===== config.mk =====
export PLATFORM = sky130hd
export DESIGN_NAME = peak_decimator_display_map_unit
export DESIGN_NICKNAME = d
export VERILOG_FILES = /design/src/hdl/pdm_pkg.sv /design/src/hdl/pdm_front.sv /design/src/hdl/pdm_queue.sv /design/src/hdl/pdm_back.sv /design/src/hdl/peak_decimator_display_map_unit.sv
export SDC_FILE = /design/constraint.sdc
export NUM_CORES = 1
export LEC_CHECK = 0
export BUFFER_PORTS_ARGS = -buffer_cell sky130_fd_sc_hd__buf_4
export CORE_ASPECT_RATIO = 1.5
export CORE_MARGIN = 3
export CORE_UTILIZATION = 55
export DETAILED_ROUTE_END_ITERATION = 8
export GPL_TIMING_DRIVEN = 0
export PLACE_DENSITY = 0.73
export SYNTH_ARGS = -nofsm -noshare
export SYNTH_HDL_FRONTEND = slang
export SYNTH_SLANG_ARGS = --single-unit

===== constraint.sdc =====
create_clock -name clk -period 5.3 [get_ports clk]
set_input_delay 1.06 -clock clk [delete_from_list [all_inputs] [get_ports clk]]
set_output_delay 1.06 -clock clk [all_outputs]
set_load 0.005 [all_outputs]

===== src/hdl/pdm_pkg.sv =====
package pdm_pkg;

    localparam int COLUMNS            = 480;
    localparam int SCREEN_ROWS        = 400;
    localparam int ROW_OFFSET         = 56;
    localparam int SAMPLE_COUNT_RESET = 480;

    localparam int SAMPLE_W    = 16;
    localparam int COLUMN_W    = $clog2(COLUMNS);
    localparam int CNT_W       = $clog2(COLUMNS + 1);
    localparam int ROW_W       = $clog2(SCREEN_ROWS + 1);
    localparam int LEN_W       = $clog2((2 ** SAMPLE_W - 1) / COLUMNS + 1);
    localparam int REM_W       = $clog2(COLUMNS);
    localparam int WSTART_W    = SAMPLE_W + 1;
    localparam int CFG_INDEX_W = 2;
    localparam int CFG_DATA_W  = SAMPLE_W;
    localparam int QUEUE_DEPTH = 2;

    localparam logic [CFG_INDEX_W-1:0] CFG_SAMPLE_COUNT = CFG_INDEX_W'(0);
    localparam logic [CFG_INDEX_W-1:0] CFG_OFFSET_MODE  = CFG_INDEX_W'(1);

    typedef struct packed {
        logic [COLUMN_W-1:0] column;
        logic [SAMPLE_W-1:0] peak;
        logic [SAMPLE_W-1:0] position;
        logic                offset_mode;
    } col_req_t;

    typedef struct packed {
        logic full;
        logic empty;
    } queue_stat_t;

endpackage


===== src/hdl/pdm_front.sv =====
module pdm_front (
    input  logic                             clk,
    input  logic                             rst_n,
    input  logic                             in_valid,
    output logic                             in_stall,
    input  logic [pdm_pkg::SAMPLE_W-1:0]     sample,
    input  logic                             first_of_frame,
    input  logic                             cfg_valid,
    output logic                             cfg_ready,
    input  logic [pdm_pkg::CFG_INDEX_W-1:0]  cfg_index,
    input  logic [pdm_pkg::CFG_DATA_W-1:0]   cfg_data,
    input  pdm_pkg::queue_stat_t             q_stat,
    output logic                             push,
    output pdm_pkg::col_req_t                push_req
);
    import pdm_pkg::*;

    localparam int RECIP_SHIFT = SAMPLE_W + $clog2(COLUMNS);
    localparam int RECIP       = (2 ** RECIP_SHIFT + COLUMNS - 1) / COLUMNS;
    localparam int RECIP_W     = $clog2(RECIP + 1);
    localparam int PROD_W      = SAMPLE_W + RECIP_W;
    localparam int SUM_W       = REM_W + 1;
    localparam int RESET_N     = (SAMPLE_COUNT_RESET < COLUMNS) ? COLUMNS : SAMPLE_COUNT_RESET;

    logic [SAMPLE_W-1:0] frame_n_reg;
    logic [LEN_W-1:0]    quot_reg;
    logic                pending_reg;
    logic [LEN_W-1:0]    len_reg;
    logic [REM_W-1:0]    rem_reg;
    logic                mode_reg;

    logic [SAMPLE_W-1:0] frame_n;
    logic [PROD_W-1:0]   prod;

    logic [SAMPLE_W-1:0] idx_reg, idx_next, idx_cur;
    logic [CNT_W-1:0]    col_reg, col_next, col_cur;
    logic [WSTART_W-1:0] wstart_reg, wstart_next, wstart_cur, wstart_adv;
    logic [REM_W-1:0]    racc_reg, racc_next, racc_cur, racc_adv;
    logic [LEN_W-1:0]    fill_reg, fill_next, fill_cur, fill_inc;
    logic [SAMPLE_W-1:0] peak_reg, peak_next, peak_cur, peak_new;
    logic [SAMPLE_W-1:0] pos_reg, pos_next, pos_cur, pos_new;

    logic [SUM_W-1:0] sum_rem;
    logic [SUM_W-1:0] rem_sub;
    logic             carry;
    logic             take;
    logic             upd;
    logic             close;
    logic             accept;

    assign cfg_ready = 1'b1;
    assign in_stall  = q_stat.full || pending_reg;
    assign accept    = in_valid && !in_stall;

    assign frame_n = (cfg_data < CFG_DATA_W'(COLUMNS)) ? SAMPLE_W'(COLUMNS) : cfg_data;
    assign prod    = PROD_W'(frame_n) * PROD_W'(RECIP);

    always_ff @(posedge clk or negedge rst_n)
    begin
        if (!rst_n)
        begin
            frame_n_reg <= SAMPLE_W'(RESET_N);
            quot_reg    <= LEN_W'(RESET_N / COLUMNS);
            pending_reg <= 1'b0;
            len_reg     <= LEN_W'(RESET_N / COLUMNS);
            rem_reg     <= REM_W'(RESET_N % COLUMNS);
            mode_reg    <= 1'b0;
        end
        else
        begin
            pending_reg <= 1'b0;
            if (pending_reg)
            begin
                len_reg <= quot_reg;
                rem_reg <= REM_W'(frame_n_reg - SAMPLE_W'(quot_reg * COLUMNS));
            end
            if (cfg_valid && cfg_ready)
            begin
                case (cfg_index)
                    CFG_SAMPLE_COUNT:
                    begin
                        frame_n_reg <= frame_n;
                        quot_reg    <= prod[RECIP_SHIFT +: LEN_W];
                        pending_reg <= 1'b1;
                    end
                    CFG_OFFSET_MODE:
                    begin
                        mode_reg <= cfg_data[0];
                    end
                    default:
                    begin
                    end
                endcase
            end
        end
    end

    always_comb
    begin
        idx_cur    = first_of_frame ? '0 : idx_reg;
        col_cur    = first_of_frame ? '0 : col_reg;
        wstart_cur = first_of_frame ? '0 : wstart_reg;
        racc_cur   = first_of_frame ? '0 : racc_reg;
        fill_cur   = first_of_frame ? '0 : fill_reg;
        peak_cur   = first_of_frame ? '0 : peak_reg;
        pos_cur    = first_of_frame ? '0 : pos_reg;

        take     = (col_cur < CNT_W'(COLUMNS)) && (WSTART_W'(idx_cur) >= wstart_cur);
        upd      = (fill_cur == '0) || (sample > peak_cur);
        peak_new = upd ? sample : peak_cur;
        pos_new  = upd ? idx_cur : pos_cur;
        fill_inc = fill_cur + 1'b1;
        close    = take && (fill_inc >= len_reg);

        sum_rem    = SUM_W'(racc_cur) + SUM_W'(rem_reg);
        carry      = sum_rem >= SUM_W'(COLUMNS);
        rem_sub    = sum_rem - SUM_W'(COLUMNS);
        racc_adv   = carry ? rem_sub[REM_W-1:0] : sum_rem[REM_W-1:0];
        wstart_adv = wstart_cur + WSTART_W'(len_reg) + WSTART_W'(carry);

        idx_next    = idx_reg;
        col_next    = col_reg;
        wstart_next = wstart_reg;
        racc_next   = racc_reg;
        fill_next   = fill_reg;
        peak_next   = peak_reg;
        pos_next    = pos_reg;

        if (accept)
        begin
            idx_next    = (idx_cur == '1) ? idx_cur : idx_cur + 1'b1;
            col_next    = col_cur;
            wstart_next = wstart_cur;
            racc_next   = racc_cur;
            fill_next   = fill_cur;
            peak_next   = peak_cur;
            pos_next    = pos_cur;
            if (take)
            begin
                peak_next = peak_new;
                pos_next  = pos_new;
                fill_next = fill_inc;
                if (close)
                begin
                    col_next    = col_cur + 1'b1;
                    wstart_next = wstart_adv;
                    racc_next   = racc_adv;
                    fill_next   = '0;
                end
            end
        end
    end

    always_ff @(posedge clk or negedge rst_n)
    begin
        if (!rst_n)
        begin
            idx_reg    <= '0;
            col_reg    <= '0;
            wstart_reg <= '0;
            racc_reg   <= '0;
            fill_reg   <= '0;
            peak_reg   <= '0;
            pos_reg    <= '0;
        end
        else
        begin
            idx_reg    <= idx_next;
            col_reg    <= col_next;
            wstart_reg <= wstart_next;
            racc_reg   <= racc_next;
            fill_reg   <= fill_next;
            peak_reg   <= peak_next;
            pos_reg    <= pos_next;
        end
    end

    assign push                 = accept && close;
    assign push_req.column      = col_cur[COLUMN_W-1:0];
    assign push_req.peak        = peak_new;
    assign push_req.position    = pos_new;
    assign push_req.offset_mode = mode_reg;

endmodule


===== src/hdl/pdm_queue.sv =====
module pdm_queue (
    input  logic                 clk,
    input  logic                 rst_n,
    input  logic                 push,
    input  pdm_pkg::col_req_t    push_req,
    input  logic                 pop,
    output pdm_pkg::col_req_t    pop_req,
    output pdm_pkg::queue_stat_t q_stat
);
    import pdm_pkg::*;

    localparam int PTR_W  = (QUEUE_DEPTH > 1) ? $clog2(QUEUE_DEPTH) : 1;
    localparam int QCNT_W = $clog2(QUEUE_DEPTH + 1);

    col_req_t            entry_reg [QUEUE_DEPTH];
    logic [PTR_W-1:0]    wr_ptr_reg, wr_ptr_next;
    logic [PTR_W-1:0]    rd_ptr_reg, rd_ptr_next;
    logic [QCNT_W-1:0]   count_reg, count_next;

    always_comb
    begin
        wr_ptr_next = wr_ptr_reg;
        rd_ptr_next = rd_ptr_reg;
        if (push)
        begin
            wr_ptr_next = (wr_ptr_reg == PTR_W'(QUEUE_DEPTH - 1)) ? '0 : wr_ptr_reg + 1'b1;
        end
        if (pop)
        begin
            rd_ptr_next = (rd_ptr_reg == PTR_W'(QUEUE_DEPTH - 1)) ? '0 : rd_ptr_reg + 1'b1;
        end
        count_next = count_reg + QCNT_W'(push) - QCNT_W'(pop);
    end

    always_ff @(posedge clk or negedge rst_n)
    begin
        if (!rst_n)
        begin
            wr_ptr_reg <= '0;
            rd_ptr_reg <= '0;
            count_reg  <= '0;
        end
        else
        begin
            wr_ptr_reg <= wr_ptr_next;
            rd_ptr_reg <= rd_ptr_next;
            count_reg  <= count_next;
        end
    end

    always_ff @(posedge clk)
    begin
        if (push)
        begin
            entry_reg[wr_ptr_reg] <= push_req;
        end
    end

    assign pop_req      = entry_reg[rd_ptr_reg];
    assign q_stat.full  = (count_reg == QCNT_W'(QUEUE_DEPTH));
    assign q_stat.empty = (count_reg == '0);

endmodule


===== src/hdl/pdm_back.sv =====
module pdm_back (
    input  logic                          clk,
    input  logic                          rst_n,
    input  pdm_pkg::queue_stat_t          q_stat,
    output logic                          pop,
    input  pdm_pkg::col_req_t             pop_req,
    output logic                          out_valid,
    input  logic                          out_stall,
    output logic [pdm_pkg::COLUMN_W-1:0]  column,
    output logic [pdm_pkg::SAMPLE_W-1:0]  peak_value,
    output logic [pdm_pkg::SAMPLE_W-1:0]  peak_position,
    output logic [pdm_pkg::ROW_W-1:0]     display_row
);
    import pdm_pkg::*;

    logic                 out_valid_reg;
    logic [COLUMN_W-1:0]  column_reg;
    logic [SAMPLE_W-1:0]  peak_reg;
    logic [SAMPLE_W-1:0]  position_reg;
    logic [ROW_W-1:0]     row_reg;
    logic [ROW_W-1:0]     row_next;
    logic [SAMPLE_W-1:0]  peak_in;
    logic                 load;

    assign peak_in = pop_req.peak;

    always_comb
    begin
        if (pop_req.offset_mode)
        begin
            if (peak_in < SAMPLE_W'(ROW_OFFSET))
            begin
                row_next = ROW_W'(SCREEN_ROWS);
            end
            else if (peak_in >= SAMPLE_W'(SCREEN_ROWS + ROW_OFFSET))
            begin
                row_next = '0;
            end
            else
            begin
                row_next = ROW_W'(SAMPLE_W'(SCREEN_ROWS + ROW_OFFSET) - peak_in);
            end
        end
        else
        begin
            if (peak_in >= SAMPLE_W'(SCREEN_ROWS))
            begin
                row_next = '0;
            end
            else
            begin
                row_next = ROW_W'(SAMPLE_W'(SCREEN_ROWS) - peak_in);
            end
        end
    end

    assign load = !out_valid_reg || !out_stall;
    assign pop  = load && !q_stat.empty;

    always_ff @(posedge clk or negedge rst_n)
    begin
        if (!rst_n)
        begin
            out_valid_reg <= 1'b0;
        end
        else if (load)
        begin
            out_valid_reg <= !q_stat.empty;
        end
    end

    always_ff @(posedge clk)
    begin
        if (pop)
        begin
            column_reg   <= pop_req.column;
            peak_reg     <= pop_req.peak;
            position_reg <= pop_req.position;
            row_reg      <= row_next;
        end
    end

    assign out_valid     = out_valid_reg;
    assign column        = column_reg;
    assign peak_value    = peak_reg;
    assign peak_position = position_reg;
    assign display_row   = row_reg;

endmodule


===== src/hdl/peak_decimator_display_map_unit.sv =====
// Peak-detecting decimator: reduces a frame of samples to 480 display columns,
// one result per closed column window (column, peak, first peak position, screen
// row). One sample is taken per clock while in_stall is low; a result reaches out_valid
// from the sample that closes its window through a two-entry queue and an output
// register, so in_stall rises on a full queue, seen only under output backpressure.
// A write to sample_count holds in_stall high for one cycle while the window length
// and remainder are derived by a constant reciprocal multiply; cfg_ready is always high.
module peak_decimator_display_map_unit (
    input  logic                             clk,
    input  logic                             rst_n,
    input  logic                             in_valid,
    output logic                             in_stall,
    input  logic [pdm_pkg::SAMPLE_W-1:0]     sample,
    input  logic                             first_of_frame,
    output logic                             out_valid,
    input  logic                             out_stall,
    output logic [pdm_pkg::COLUMN_W-1:0]     column,
    output logic [pdm_pkg::SAMPLE_W-1:0]     peak_value,
    output logic [pdm_pkg::SAMPLE_W-1:0]     peak_position,
    output logic [pdm_pkg::ROW_W-1:0]        display_row,
    input  logic                             cfg_valid,
    output logic                             cfg_ready,
    input  logic [pdm_pkg::CFG_INDEX_W-1:0]  cfg_index,
    input  logic [pdm_pkg::CFG_DATA_W-1:0]   cfg_data
);
    import pdm_pkg::*;

    queue_stat_t q_stat;
    col_req_t    push_req;
    col_req_t    pop_req;
    logic        push;
    logic        pop;

    pdm_front u_front (
        .clk            (clk),
        .rst_n          (rst_n),
        .in_valid       (in_valid),
        .in_stall       (in_stall),
        .sample         (sample),
        .first_of_frame (first_of_frame),
        .cfg_valid      (cfg_valid),
        .cfg_ready      (cfg_ready),
        .cfg_index      (cfg_index),
        .cfg_data       (cfg_data),
        .q_stat         (q_stat),
        .push           (push),
        .push_req       (push_req)
    );

    pdm_queue u_queue (
        .clk      (clk),
        .rst_n    (rst_n),
        .push     (push),
        .push_req (push_req),
        .pop      (pop),
        .pop_req  (pop_req),
        .q_stat   (q_stat)
    );

    pdm_back u_back (
        .clk           (clk),
        .rst_n         (rst_n),
        .q_stat        (q_stat),
        .pop           (pop),
        .pop_req       (pop_req),
        .out_valid     (out_valid),
        .out_stall     (out_stall),
        .column        (column),
        .peak_value    (peak_value),
        .peak_position (peak_position),
        .display_row   (display_row)
    );

endmodule


==> results.yml, run 1 <==
placement:
  portBuffers: 91
  routabilityCongestion: 0.8838
  place_hpwl_um: 25710
detailed_routing:
  vias: 10765
  drc: 0
  avgViaCountPerCell: 5.633
  post_drt_wl_per_cell_um: 17.67
  ant_nets: 0
  routed_wl_um: 33770
  drtIter0Drc: 465
  drt_pass1_iterations: 5
synthesis:
  ys_types: 73
  postSynthAreaPerCell_um2: 11.13
  syn_area_um2: 15680
  ys_seq_area_share_pct: 46.77
  synth_cells: 1409
  ys_ff_latch: 266
  yosys.area.top_type: "edfxtp_1"
  synth_warnings: 0
  synth_edf_count: 134
  synth_top_cell_area_share_pct: 25.66
  async_reset_ff_share_pct: 49.62
  syn_nets: 1638
  synth_flop_cell: "edfxtp_1"
  synth_area_leaders: "edfxtp_1 (26%), dfrtp_1 (20%), ha_1 (13%), mux2_2 (4.2%), mux2i_1 (4.0%)"
sta:
  min_period_ns: 5.172
  finalClockSkew_ns: 0.02340
  maxSlewHeadroom_pct: 39.33
  fin_crit_sh_pct: 97.59
  drv_slew: 0
  max_freq_mhz: 193.3
  hold_violations: 0
  finalSetupViolations: 0
  tightest_slew_ns: 0.8982
  rsz0062_at_grt: "yes"
  whs_ns: 0.4135
  tns_ns: 0
finish:
  seq_area_um2: 7335
  multi_input_area_um2: 8114
  nFillCells: 2143
  area_delta_synth_final_pct: 16.61
  diodes: 0
  nNetsFinal: 1775
  final_cell_mix: "ha_1 (149), edfxtp_1 (134), dfrtp_1 (126)"
  drive_gt1_share_pct: 19.55
  final_util_pct: 65.18
  layout_commonest_cell: "ha_1"
  largest_reg_flops: 84
worst_setup_path:
  crit_start: "cfg_data[11]"
  critPathLaunchType: "primary input"
  reg2reg_from: "u_front.racc_reg[0]$_DFFE_PN0P_"
  cp.arrival_ns: 5.58
  worstSetupPathType: "in -> reg"
  cp.required_ns: 5.70
  critPathCaptureType: "register"
  worstPathMaxFanout: 6
pwr:
  power.total_mw: 7.799
  p_sw_mw: 2.656
  p_seq_share_pct: 37.6
  comb_power_share_pct: 39.6
  cellPowerDensity_nw_per_um2: 426.5
  intPower_mw: 5.144
  p_clk_share_pct: 22.8
  swShare_pct: 34.05
  ir_drop_uv: 221.3
  power_leakage_nw: 8.092
cts:
  cts_buffers: 25
  clkLatencyLatePin_ns: 0.55
  hold_buffers: 0
  cts_max_level: 1
  cts_tree: "built"
  clock_path_buffers: 3
  cts_num_sinks: 266
  cts-root-buf: "clkbuf_16"
  path_clk_slew_ns: 0.07
run:
  max-cap-violations: 0
status:
  status: "finished, final reports clean"
global_routing:
  grt_start_max_net_pins: 93
  grt.total_usage_pct: 22.22
  grt_overflow: 0
  antenna_found_initial: 0
  grt_pass1_wl_um: 54630
  grt_pass1_vias: 11136
floorplanning:
  row_count: 75
  core_um2: 28060
  start_util_pct: 55.89
  die_height_um: 212.8
  io-pin-count: 93
  die_area_um2: 30620
  die_x_um: 143.9
hold_path:
  hp-class: "in -> async"
[Yosys cell counts, drive strengths merged (23+ instances only)]
master    n
a21oi    50
clkbuf   34
dfrtp   126
edfxtp  134
fa       23
ha      166
inv     113
mux2     61
mux2i    64
nand2   129
nand2b   42
nand3    47
nor2     65
nor2b    39
o21ai    60
xnor2    39
xor2     30
[routing by layer]
layer / share of wire (%) / vias to the layer above / wire length, um / GRT usage, %
li1: - / 5241 / - / -
met1: 38 / 5220 / 12950 / 24.78
met2: 54 / 231 / 18190 / 42.08
met3: 3.1 / 73 / 1044 / 2.263
met4: 4.7 / 0 / 1580 / 9.779
met5: 0 / - / 0 / 0
[critical path, stage by stage]
cell     delay [ns]
buf_6          0.10
nor4_4         0.39
nand3_4        0.16
and2_4         0.22
ha_4           0.25
fa_2           0.57
inv_2          0.05
fa_1           0.58
inv_2          0.06
ha_4           0.27
ha_4           0.20
ha_4           0.23
and3_4         0.14
a221o_1        0.32
a211o_1        0.31
nand2_2        0.10
a31oi_4        0.11
a31oi_2        0.22
xor2_1         0.16
o21ai_1        0.07
[path summary, 6_finish.rpt]
kind | to | slack, ns | cells after the start
max reg2reg | u_front.wstart_reg[12]$_DFFE_PN0P_ | 0.88 | 20
min in group clk | u_front.len_reg[5]$_DFFE_PN0P_ | 0.49 | 2
min reg2reg | u_front.len_reg[5]$_DFFE_PN0P_ | 0.49 | 2
max in group asynchronous | u_front.frame_n_reg[8]$_DFFE_PN1P_ | 4.05 | 2
min | u_queue.wr_ptr_reg$_DFFE_PN0P_ | 0.41 | 1
max | u_front.quot_reg[7]$_DFFE_PN0P_ | 0.13 | 20
[power groups by stage]
stage               combinational, mW  clock (mW)  sequential (mW)
floorplan                        2.06           0             2.94
CTS                              3.01        1.82             2.93
finish                           3.09        1.78             2.93
global placement                 2.85           0             2.97
detailed placement               2.96           0             2.97
global route                     3.46        1.90             2.98
[final cells by class]
| cell class | count | area share, % |
|---|---|---|
| Clock inverter | 13 | 0.7252 |
| Tap cell | 346 | 2.367 |
| Sequential cell | 266 | 40.11 |
| Buffer | 48 | 1.252 |
| Multi-Input combinational cell | 977 | 44.37 |
| Timing Repair Buffer | 113 | 5.125 |
| Inverter | 115 | 2.360 |
| Clock buffer | 33 | 3.695 |
[repair_timing]
item,CTS,global route
setup buffers,3,15
endpoints found under the setup margin,111,103
cloned,0,0
pin swaps,3,28
resized for setup,14,39
[per-stage QoR]
| step | cell area [um2] | worst slack (ns) | instances |
|---|---|---|---|
| final | 18290 | 0.1279 | 1911 |
| after global routing | 18290 | -0.03811 | 1911 |
| after CTS | 17960 | 0.004662 | 1898 |
| after detailed placement | 17080 | -1.284 | 1850 |
| after global placement | 16970 | -2.016 | 1846 |
| after floorplan | 15850 | -0.06436 | 1409 |
[cells by family after synthesis]
kind of cell               count (synthesis)  share of synthesized area [%]
adders and majority gates                189                          16.18
AOI/OAI and AO/OA                        190                          7.731
xor gates and xnor gates                  69                          3.854
muxes                                    125                          8.537
other                                      1                        0.02391
DFF                                      266                          46.77
and+or+nand+nor                          403                          12.78
buffers and inverters                    166                          4.125
Note: power is estimated with default switching activity, not from simulation.
==> run 2: changes to the inputs <==
CORE_MARGIN = 5   (was 3)
CTS_CLUSTER_DIAMETER = 50   (was default)
MAX_ROUTING_LAYER = met4   (was default)
==> run 2 against run 1 <==
  * Flip-flop and latch count did not move
  * Count of clock-buffer cells in the layout did not move
  * First-iteration DRC count rose by 6.5%
==> results.yml, run 2 (same netlist as run 1, synthesis figures left out) <==
floorplanning:
  row_count: 75
  core_um2: 28060
  die_area_um2: 32060
  die_x_um: 147.9
  die_height_um: 216.8
  io-pin-count: 93
  start_util_pct: 55.89
finish:
  diodes: 0
  largest_reg_flops: 84
  nNetsFinal: 1768
  area_delta_synth_final_pct: 16.24
  final_cell_mix: "ha_1 (153), edfxtp_1 (134), nand2_1 (126), dfrtp_1 (126), inv_1 (109)"
  layout_commonest_cell: "ha_1"
  drive_gt1_share_pct: 18.86
  stdcell_count: 1905
  final_util_pct: 64.97
worst_setup_path:
  r2r_cells: 20
  crit_start: "cfg_data[15]"
  worstPathMaxFanout: 7
  crit_end: "u_front.quot_reg[1]$_DFFE_PN0P_"
  cp.arrival_ns: 5.61
  reg2reg_to: "u_front.wstart_reg[12]$_DFFE_PN0P_"
  reg2reg_from: "u_front.racc_reg[0]$_DFFE_PN0P_"
  critPathCaptureType: "register"
  worstSetupPathType: "in -> reg"
  r2r_slack_ns: 0.86
  cp.required_ns: 5.71
  critPathLaunchType: "primary input"
pwr:
  cellPowerDensity_nw_per_um2: 433.3
  power_leakage_nw: 8.091
  intPower_mw: 5.218
  comb_power_share_pct: 38.9
  p_seq_share_pct: 37.0
  ir_drop_uv: 226.5
  p_sw_mw: 2.681
  swShare_pct: 33.94
  power.total_mw: 7.899
  p_clk_share_pct: 24.1
global_routing:
  grt_overflow: 0
  grt_start_max_net_pins: 99
  grt.total_usage_pct: 21.60
  antenna_found_initial: 0
  grt_pass1_wl_um: 54790
  grt_pass1_vias: 11128
sta:
  fin_crit_sh_pct: 98.07
  hold_violations: 0
  tightest_slew_ns: 0.8722
  whs_ns: 0.4171
  worst_slack_ns: 0.1021
  finalClockSkew_ns: 0.02995
  finalSetupViolations: 0
  max_freq_mhz: 192.4
  drv_slew: 0
  maxSlewHeadroom_pct: 41.09
  min_period_ns: 5.198
  rsz0062_at_grt: "yes"
cts:
  clock_path_buffers: 3
  cts_max_level: 1
  cts-root-buf: "clkbuf_16"
  cts_num_sinks: 266
  path_clk_slew_ns: 0.07
  cts_buffers: 26
  cts_tree: "built"
  clkLatencyLatePin_ns: 0.56
hold_path:
  hp-class: "in -> async"
detailed_routing:
  drt_pass1_iterations: 5
  drtIter0Drc: 495
  post_drt_wl_per_cell_um: 17.53
  drc: 0
  vias: 10771
  ant_nets: 0
  routed_wl_um: 33390
  avgViaCountPerCell: 5.654
placement:
  routabilityCongestion: 0.9704
  pre_cts_slack_ns: -1.226
  portBuffers: 91
  place_hpwl_um: 25740
  placed_cells: 1850
status:
  status: "finished, final reports clean"
run:
  max-cap-violations: 0
==> run 2: what timing repair did <==
item / in CTS / in global routing
resized for setup: 16 / 24
hold buffers: 0 / 0
buffers inserted: 3 / 7
setup endpoints to repair: 111 / 17
pin swaps: 5 / 20
gates cloned: 0 / 0
==> run 2: routing by layer <==
layer  vias up  part of all wire (%)  global-route usage [%]
met5         -                     0                       -
met4         0                   4.6                   9.522
met3        89                   3.3                   2.310
met2       221                    54                   39.87
met1      5228                    38                   23.34
li1       5233                     -                       -
==> run 2: worst min path at each step <==
stage	to	depth (start not counted)
3_3_place_gp	u_back.out_valid$_DFFE_PN0P_	2
5_1_grt	u_front.peak_reg[5]$_DFFE_PN0P_	1
2_1_floorplan	u_queue.entry_reg[0][0]$_DFFE_PP_	0
6_report	u_front.peak_reg[3]$_DFFE_PN0P_	1
3_5_place_dp	u_front.wstart_reg[16]$_DFFE_PN0P_	2
4_1_cts	u_front.mode_reg$_DFFE_PN0P_	1
==> run 2: power by group through the flow <==
stage	clock (mW)	sequential, mW	combinational (mW)
floorplan	0	2.94	2.06
global placement	0	2.97	2.86
detailed placement	0	2.97	2.97
CTS	1.94	2.93	3.03
global route	2.02	2.98	3.43
finish	1.90	2.92	3.08
==> run 2: cell type report <==
class / instances / area (um2)
multi-input cells: 977 / 8049
inverters: 115 / 434.2
clock buffers: 33 / 700.7
fillers: 2161 / 9829
flip-flops and latches: 266 / 7335
repair buffers: 105 / 869.6
well taps: 346 / 432.9
plain buffers: 48 / 229.0
clock inverters: 15 / 178.9
==> run 2: metrics by stage <==
step | area (um2) | setup TNS, ns
finish | 18230 | 0
global route | 18230 | -0.09782
CTS | 18030 | 0
detailed placement | 17080 | -118.77
global placement | 16970 | -192.44
floorplan | 15850 | -5.405
==> run 2: critical path: stages <==
cell	delay, ns
buf_4	0.13
nor4_4	0.37
nand3_4	0.17
and2_4	0.23
ha_4	0.23
fa_2	0.57
inv_1	0.06
fa_1	0.51
inv_1	0.06
ha_1	0.32
ha_4	0.29
ha_4	0.19
a21o_1	0.15
a21o_1	0.18
a21o_1	0.19
a21oi_2	0.19
a21bo_2	0.28
a2111oi_4	0.36
nor3_1	0.08
